### src/hw/rtl/blit_engine_2d_defines.svh
// ----------------------------------------------------------------------------
// blit_engine_2d_defines: assertion macros
// Shorthand for clocked implication checks, disabled while in reset.
// ----------------------------------------------------------------------------
`ifndef BLIT_ENGINE_2D_DEFINES_SVH
`define BLIT_ENGINE_2D_DEFINES_SVH

// same-cycle implication
`define BLIT_ASSERT_NOW(lbl, ante, cons, msg) \
    lbl: assert property (@(posedge clk) disable iff (!rst_n) (ante) |-> (cons)) \
        else $error(msg);

// next-cycle implication
`define BLIT_ASSERT_NEXT(lbl, ante, cons, msg) \
    lbl: assert property (@(posedge clk) disable iff (!rst_n) (ante) |=> (cons)) \
        else $error(msg);

`endif

### src/hw/rtl/blit_pkg.sv
// ----------------------------------------------------------------------------
// blit_pkg
// Shared types, opcodes and constants of the 2D blitter.
// ----------------------------------------------------------------------------
`default_nettype none

package blit_pkg;

    localparam int DEF_ADDR_BITS  = 21;
    localparam int DEF_ROW_STRIDE = 2048;

    localparam int OP_BITS   = 3;
    localparam int AFLD_BITS = 21;
    localparam int W_BITS    = 12;
    localparam int H_BITS    = 11;
    localparam int PIX_BITS  = 32;

    localparam logic [OP_BITS-1:0] OP_CLEAR = 3'd0;
    localparam logic [OP_BITS-1:0] OP_FILL  = 3'd1;
    localparam logic [OP_BITS-1:0] OP_COPY  = 3'd2;
    localparam logic [OP_BITS-1:0] OP_KCOPY = 3'd3;
    localparam logic [OP_BITS-1:0] OP_WRITE = 3'd4;
    localparam logic [OP_BITS-1:0] OP_READ  = 3'd5;

    localparam logic [W_BITS-1:0]   CLEAR_W    = 12'd1280;
    localparam logic [H_BITS-1:0]   CLEAR_H    = 11'd1024;
    localparam logic [PIX_BITS-1:0] ALPHA_MASK = 32'hff00_0000;

    typedef struct packed {
        logic [OP_BITS-1:0]   op;
        logic [AFLD_BITS-1:0] dst_addr;
        logic [AFLD_BITS-1:0] src_addr;
        logic [W_BITS-1:0]    width;
        logic [H_BITS-1:0]    height;
        logic [PIX_BITS-1:0]  value;
    } blit_req_t;

    typedef struct packed {
        logic [PIX_BITS-1:0] read_data;
        logic                done_res;
    } blit_rsp_t;

    // controller -> datapath
    typedef struct packed {
        logic load;     // latch the request
        logic advance;  // step to the next pixel
        logic rd_src;   // read source pixel (copy)
        logic rd_dst;   // read destination word (read op)
        logic wr_fill;  // write fill color at destination pointer
        logic wr_word;  // write single word
    } blit_cmd_t;

    // datapath -> controller
    typedef struct packed {
        logic [OP_BITS-1:0] op;
        logic               empty;
        logic               last;
    } blit_sts_t;

endpackage

`default_nettype wire

### src/hw/rtl/blit_ctrl.sv
// ----------------------------------------------------------------------------
// blit_ctrl
// Sequencer: decodes the request and steps the datapath pixel by pixel.
// ----------------------------------------------------------------------------
`default_nettype none

module blit_ctrl (
    input  wire logic                clk,
    input  wire logic                rst_n,
    input  wire logic                start,
    output logic                     busy,
    output logic                     done,
    output blit_pkg::blit_cmd_t      cmd,
    input  wire blit_pkg::blit_sts_t sts
);

    typedef enum logic [2:0] {
        S_IDLE,
        S_DECODE,
        S_FILL,
        S_COPY,
        S_DRAIN,
        S_WORD,
        S_READ
    } state_t;

    state_t state_reg;
    logic   done_reg;

    assign busy = (state_reg != S_IDLE);
    assign done = done_reg;

    always_comb
    begin
        cmd         = '0;
        cmd.load    = (state_reg == S_IDLE) && start;
        cmd.advance = (state_reg == S_FILL) || (state_reg == S_COPY);
        cmd.rd_src  = (state_reg == S_COPY);
        cmd.rd_dst  = (state_reg == S_READ);
        cmd.wr_fill = (state_reg == S_FILL);
        cmd.wr_word = (state_reg == S_WORD);
    end

    always_ff @(posedge clk or negedge rst_n)
    begin
        if (!rst_n)
        begin
            state_reg <= S_IDLE;
            done_reg  <= 1'b0;
        end
        else
        begin
            done_reg <= 1'b0;
            case (state_reg)
                S_IDLE:
                begin
                    if (start)
                        state_reg <= S_DECODE;
                end
                S_DECODE:
                begin
                    case (sts.op)
                        blit_pkg::OP_CLEAR, blit_pkg::OP_FILL:
                        begin
                            if (sts.empty)
                            begin
                                state_reg <= S_IDLE;
                                done_reg  <= 1'b1;
                            end
                            else
                                state_reg <= S_FILL;
                        end
                        blit_pkg::OP_COPY, blit_pkg::OP_KCOPY:
                        begin
                            if (sts.empty)
                            begin
                                state_reg <= S_IDLE;
                                done_reg  <= 1'b1;
                            end
                            else
                                state_reg <= S_COPY;
                        end
                        blit_pkg::OP_WRITE: state_reg <= S_WORD;
                        blit_pkg::OP_READ:  state_reg <= S_READ;
                        default:
                        begin
                            state_reg <= S_IDLE;
                            done_reg  <= 1'b1;
                        end
                    endcase
                end
                S_FILL:
                begin
                    if (sts.last)
                    begin
                        state_reg <= S_IDLE;
                        done_reg  <= 1'b1;
                    end
                end
                S_COPY:
                begin
                    if (sts.last)
                        state_reg <= S_DRAIN;
                end
                S_DRAIN, S_WORD, S_READ:
                begin
                    state_reg <= S_IDLE;
                    done_reg  <= 1'b1;
                end
                default:
                    state_reg <= S_IDLE;
            endcase
        end
    end

endmodule

`default_nettype wire

### config.mk
export PLATFORM = sky130hd
export DESIGN_NAME = blit_ctrl
export DESIGN_NICKNAME = d
export VERILOG_FILES = /design/src/hw/rtl/blit_engine_2d_defines.svh /design/src/hw/rtl/blit_pkg.sv /design/src/hw/rtl/blit_ctrl.sv
export SDC_FILE = /design/constraint.sdc
export NUM_CORES = 1
export LEC_CHECK = 0
export BUFFER_PORTS_ARGS = -buffer_cell sky130_fd_sc_hd__buf_2
export CORE_AREA = 3 3 40 42
export CTS_CLUSTER_DIAMETER = 50
export DETAILED_ROUTE_END_ITERATION = 8
export DIE_AREA = 0 0 43 45
export GPL_TIMING_DRIVEN = 0
export HOLD_SLACK_MARGIN = 0.12
export MAX_ROUTING_LAYER = met4
export SLEW_MARGIN = 25
export SYNTH_ARGS = -nofsm -noshare
export SYNTH_HDL_FRONTEND = slang
export SYNTH_SLANG_ARGS = --single-unit
### constraint.sdc
create_clock -name clk -period 1.9 [get_ports clk]
set_input_delay 0.095 -clock clk [delete_from_list [all_inputs] [get_ports clk]]
set_output_delay 0.095 -clock clk [all_outputs]
set_load 0.02 [all_outputs]
==> impl_results.md, run 1 <==
* Run status: complete, no violations
* Primary flip-flop cell chosen by synthesis mapping: dfrtp_1
* Setup total negative slack at 0 ns
* 1st-pass router iterations at 2
* Post-Layout Inst Area at 415.4 um2
* Share of total power consumed by net switching at 43.63%
* Number of pins with negative max-slew slack in the final report at 0
* CP endpoint kind: output pin
* Reported net switching power at 250.1 uW
* Placed Instance Area at 382.9 um2
* Insertion delay to the later sink of the worst-skew pair at 0.23 ns
* Max-cap check violation count at 0
* Number of clock buffers inserted by TritonCTS at 3
* Data required time at the worst endpoint at 1.80 ns
* Average wire length per cell after detail routing at 10.11 um
* Clock network power share at 18.0%
* H-tree depth at 1
* Cell internal power dissipation at 323.1 uW
* Data arrival time of the critical path at 1.42 ns
* Count of buffering cells on the critical path with inverters included at 2
* Wire length reported by the detailed router at 657 um
* Cell type group with the largest total delay on the critical path: simple AND/OR/NAND/NOR gates
* Net count, final at 60
* Count of input and output buffers at 15
* Standby leakage power at 0.2115 nW
* Antenna fix cells at 0
* Portion of total power attributed to sequential cells at 26.5%
* Maximum clock path buffer count at 2
* Final global-route overflow total at 0
* Post-Synthesis Net Count at 39
* Number of failing hold endpoints at the final stage at 0
* EDFF count, synth at 0
* Synthesis warning total at 0
* Library cell appearing most often on the critical path: buf_2
* Relative area change from synthesis to final layout at 43.72%
* Setup Slack @ Placement at 0.6336 ns
* Worst hold-check path type: in2reg
* Type of the setup path with the least slack: reg2out
* Post-route worst setup slack at 0.3892 ns
* Transition time at the pin with the least slew margin at 0.2562 ns
* Power Dens Cells at 1380 mW/mm2
* Total global routing track utilization at 8.269%
* Seq cells post-synth at 4
* Critical path fanouts, max at 10
* Antenna viol nets, final at 0
* Die H at 45 um
* Core footprint at 0.001285 mm2
* Unique masters post-synth at 22
* WHS at 0.1684 ns
* GP Congestion at 0.7212
* Row Count at 13
* Die boundary width at 43 um
* Share of the yosys chip area belonging to registers at 34.63%
* Number of standard cells after synthesis at 31
* Combinational share of power at 55.5%
* Worst-path cell chain: buf_2, or3_2, buf_2
* Proportion of layout cells with a drive suffix above 1 at 50.00%
* Setup repair after global routing missed its margin: no
* Tcrit/Tclk final at 79.52%
* Cell with the largest stage delay on the worst path: or3_2
* Sinks on Clock Net at 4
* Detail Placement HPWL at 514 um
* Clk pin slew, worst setup/hold paths at 0.04 ns
* Kind of start point of the critical path: register
* Number of buffers added for setup after CTS at 0
* Post-Route Skew at 0.004962 ns
* Pin count of the biggest net entering global routing at 11
* Count of vias placed by the detailed router at 299
* Final routed DRC violation total at 0
* TritonCTS clock tree: done
* Commonest cells after routing, fill and taps aside: 17 x buf_2, 4 x dfrtp_1, 3 x nor3b_1, 3 x clkbuf_4
* Starting Density at 22.49%
* Worst slew margin relative to its limit at 82.92%
* Die footprint at 0.001935 mm2
* Avg Cell Area, Syn at 9.323 um2
* Flip-flop count of the largest register, all copies and words added at 3
* Vias in the first global route at 253
* Biggest cell delay along the critical path at 0.44 ns
* Most common cell after layout, fill and taps aside: buf_2
* Async set or reset register ratio after synthesis at 100.0%
* Top-level I/O count at 16
* Highest clock rate at 661.9 MHz
* Starting DRC count in detailed routing at 2
* Number of failing setup endpoints in the final timing report at 0
* Final Critical Period at 1.511 ns
* Via/cell ratio at 4.600
* Number of antenna violations at the first check in global routing at 0
* Wire length of the first global-routing pass at 1104 um
* Largest vdd supply drop at 0.5500 mV
* Mapped Area at 289.0 um2
* Clock Tree Root: clkbuf_4
[power by group through the flow]
stage | Sequential (mW) | Clock [mW] | Combinational [mW]
detailed placement | 0.154 | 0 | 0.321
CTS | 0.154 | 0.108 | 0.323
global placement | 0.154 | 0 | 0.319
floorplan | 0.157 | 0 | 0.223
global route | 0.160 | 0.115 | 0.349
finish | 0.152 | 0.103 | 0.318
[worst register-to-register path: cells and delay by family (launching register included)]
family / cells / cell delay (ns)
compound gates: 2 / 0.34
flops: 1 / 0.47
simple gates: 1 / 0.23
[per-layer routing]
metal	vias to the layer above	share of wire, %	global-route usage (%)
met5	-	0	-
met4	0	0	1.807
met3	0	13	5.976
met2	14	41	11.38
met1	129	46	9.756
li1	156	-	-
[cell families after synthesis]
logic type	count (synthesis)	share of synthesized area, %
compound gates	8	20.78
simple gates	14	34.64
mux	1	3.896
flops	4	34.63
buf+inv	4	6.058
[repair_timing]
item,in CTS,in global routing
endpoints found under the hold margin,4,0
resized for setup,0,0
hold buffers,1,0
[cell type report]
type	count	area, um2
Buffer	2	10.01
Multi-Input combinational cell	23	171.4
Tap cell	15	18.77
Inverter	2	7.507
Sequential cell	4	100.1
Clock buffer	3	22.52
Timing Repair Buffer	16	85.08
Fill cell	142	869.6
[Yosys cell counts, drive strengths merged (2+ instances only)]
cell type,number,share of area (%)
or3,2,4.8
buf,2,3.5
nor3b,3,7.8
a31oi,2,4.3
a211oi,2,5.2
inv,2,2.6
a21oi,2,3.5
dfrtp,4,35
and2,2,4.8
[per-stage QoR]
step                      instances  util (%)  total power, mW
after global routing             65     32.33           0.6243
after CTS                        65     32.33           0.5842
after detailed placement         61     29.80           0.4746
after global placement           61     29.80           0.4722
final                            65     32.33           0.5731
after floorplan                  31         -           0.3796
[path summary, 6_finish.rpt]
path / startpoint / endpoint / slack (ns) / depth (start not counted)
max in group asynchronous: rst_n / state_reg[1]$_DFFE_PN0P_ / 1.59 / 2
setup / recovery: state_reg[1]$_DFFE_PN0P_ / busy / 0.39 / 3
min in group asynchronous: rst_n / state_reg[2]$_DFFE_PN0P_ / 0.19 / 2
hold / removal: sts[0] / state_reg[0]$_DFFE_PN0P_ / 0.17 / 3
hold reg to reg: state_reg[1]$_DFFE_PN0P_ / state_reg[1]$_DFFE_PN0P_ / 0.59 / 2
setup reg to reg: state_reg[0]$_DFFE_PN0P_ / state_reg[0]$_DFFE_PN0P_ / 0.77 / 3
Power figures use the tool's default switching activity.
==> run 2: changes to the inputs <==
clock period = 1.3 ns   (was 1.9 ns; I/O delays follow)
==> impl_results.md, run 2 (synthesized netlist as in run 1, its figures left out) <==
* Filler Cells Inserted at 137
* Cell with the largest stage delay on the worst path: dfrtp_1
* Antenna fix cells at 0
* Count of buffering cells on the critical path with inverters included at 3
* Insertion delay to the later sink of the worst-skew pair at 0.24 ns
* Worst-path cell chain: buf_6, buf_6, nor4b_2, buf_4
* Reg-to-Reg Start: state_reg[2]$_DFFE_PN0P_
* Clock Tree Root: clkbuf_4
* Wire length of the first global-routing pass at 1228 um
* Number of failing setup endpoints in the final timing report at 1
* Number of failing hold endpoints at the final stage at 0
* Highest clock rate at 751.6 MHz
* Portion of total power attributed to sequential cells at 22.7%
* Standby leakage power at 0.2460 nW
* Pin count of the biggest net entering global routing at 10
* H-tree depth at 1
* Worst min-delay path endpoint: state_reg[1]$_DFFE_PN0P_
* Post-route worst setup slack at -0.03055 ns
* Number of pins with negative max-slew slack in the final report at 0
* Largest vdd supply drop at 0.9674 mV
* Type of the setup path with the least slack: reg2out
* Biggest cell delay along the critical path at 0.38 ns
* Most common cell after layout, fill and taps aside: buf_2
* Relative area change from synthesis to final layout at 77.49%
* Via/cell ratio at 4.500
* Final standard cell utilization of the core at 39.92%
* R2r endpoint: state_reg[1]$_DFFE_PN0P_
* Data required time at the worst endpoint at 1.24 ns
* Tcrit/Tclk final at 102.4%
* Combinational share of power at 62.0%
* Post-Route Skew at 0.007690 ns
* Antenna viol nets, final at 0
* 1st-pass router iterations at 2
* Library cell appearing most often on the critical path: buf_6
* Wire length reported by the detailed router at 725 um
* Setup repair after global routing missed its margin: yes
* CP endpoint kind: output pin
* Layout Cells excl Fill at 70
* Placed Instance Area at 389.1 um2
* Starting DRC count in detailed routing at 4
* Average wire length per cell after detail routing at 10.36 um
* Min-delay src: sts[2]
* GP Congestion at 0.7086
* Net count, final at 65
* Die H at 45 um
* Setup total negative slack at -0.03055 ns
* TritonCTS clock tree: done
* Detail Placement HPWL at 490.8 um
* Row Count at 13
* Count of input and output buffers at 15
* Total global routing track utilization at 9.216%
* Final Critical Period at 1.331 ns
* Critical path fanouts, max at 6
* Die footprint at 0.001935 mm2
* Die boundary width at 43 um
* Clk pin slew, worst setup/hold paths at 0.03 ns
* Share of total power consumed by net switching at 39.99%
* Proportion of layout cells with a drive suffix above 1 at 61.82%
* Max-cap check violation count at 0
* Worst hold-check path type: in2reg
* Setup Slack @ Placement at 0.06147 ns
* Worst slew margin relative to its limit at 85.15%
* Reported net switching power at 421.9 uW
* R2r worst-path depth at 4
* Maximum clock path buffer count at 2
* Instance count after placement with tap cells included at 61
* Cell internal power dissipation at 633.1 uW
* Core footprint at 0.001285 mm2
* Sinks on Clock Net at 4
* Flip-flop count of the largest register, all copies and words added at 3
* Count of vias placed by the detailed router at 315
* Starting Density at 22.49%
* Kind of start point of the critical path: register
* Data arrival time of the critical path at 1.27 ns
* Run status: complete, but fails checks
* Top-level I/O count at 16
* Final global-route overflow total at 0
* Internal reg-to-reg setup slack at 0.04 ns
* Number of antenna violations at the first check in global routing at 0
* Violations in the final reports: negative setup slack
* Vias in the first global route at 271
* Commonest cells after routing, fill and taps aside: 11 x buf_2, 6 x buf_6, 4 x buf_4
* Power Dens Cells at 2056 mW/mm2
* Number of clock buffers inserted by TritonCTS at 3
* Transition time at the pin with the least slew margin at 0.2222 ns
* Post-Layout Inst Area at 513.0 um2
* Final routed DRC violation total at 0
* Hold-critical path depth at 3
* Clock network power share at 15.3%
* Cell type group with the largest total delay on the critical path: buffers and inverters
run 2: cell types whose count changed in the layout (fill, tap and decap cells not counted), moves of 2 or more:
| cell | change |
|---|---|
| buf_4 | +4 |
| buf_2 | -6 |
| dfrtp_2 | +2 |
| buf_6 | +6 |
| dfrtp_1 | -2 |
run 2: worst max path at each step:
stage | end | depth (start not counted) | start | slack, ns
floorplan | cmd[1] | 3 | state_reg[2]$_DFFE_PN0P_ | 0.07
global placement | busy | 3 | state_reg[1]$_DFFE_PN0P_ | 0.06
detailed placement | busy | 3 | state_reg[1]$_DFFE_PN0P_ | 0.06
CTS | cmd[5] | 4 | state_reg[1]$_DFFE_PN0P_ | -0.05
global route | cmd[5] | 4 | state_reg[1]$_DFFE_PN0P_ | -0.08
finish | cmd[5] | 4 | state_reg[1]$_DFFE_PN0P_ | -0.03
run 2: worst reg2reg max path, delay by kind of cell (launching register included):
kind	cells	cell delay, ns
DFF	1	0.42
AOI/OAI and AO/OA	1	0.14
buffers and inverters	2	0.27
and+or+nand+nor	1	0.34
run 2: per-layer routing:
| layer | wire, um | global-route usage [%] | vias to the layer above |
|---|---|---|---|
| met5 | 0 | - | - |
| met4 | 0 | 5.422 | 0 |
| met3 | 66 | 5.179 | 0 |
| met2 | 346 | 12.87 | 11 |
| met1 | 313 | 10.24 | 140 |
| li1 | - | - | 164 |
run 2: cell type report:
type | instances | area (um2) | share of cell area, %
tap | 15 | 18.77 | 3.659
timing repair buffer | 22 | 161.4 | 31.46
multi-input combinational | 23 | 188.9 | 36.83
buffer | 1 | 11.26 | 2.195
inverter | 2 | 7.507 | 1.463
sequential | 4 | 102.6 | 20.00
clock buffer | 3 | 22.52 | 4.390
run 2: stage by stage:
stage	hold slack, ns	power, mW
2_1_floorplan	-0.2306	0.5653
3_3_place_gp	-0.1294	0.7024
3_5_place_dp	-0.1257	0.7039
4_1_cts	0.1504	1.021
5_1_grt	0.1589	1.126
6_report	0.1437	1.055
run 2: repair_timing:
action                     in CTS  in global routing
gates cloned                    0                  0
buffers inserted                5                  0
hold endpoints to repair        5                  0
setup endpoints to repair       3                  7
gates resized for setup         8                  8
pin swaps                       0                  3
hold buffers                    2                  0
run 2: power groups by stage:
stage / clock network [mW] / logic [mW] / registers (mW)
after floorplan: 0 / 0.333 / 0.232
after global placement: 0 / 0.476 / 0.226
after detailed placement: 0 / 0.476 / 0.228
after CTS: 0.165 / 0.618 / 0.238
after global routing: 0.175 / 0.704 / 0.247
final: 0.161 / 0.654 / 0.239
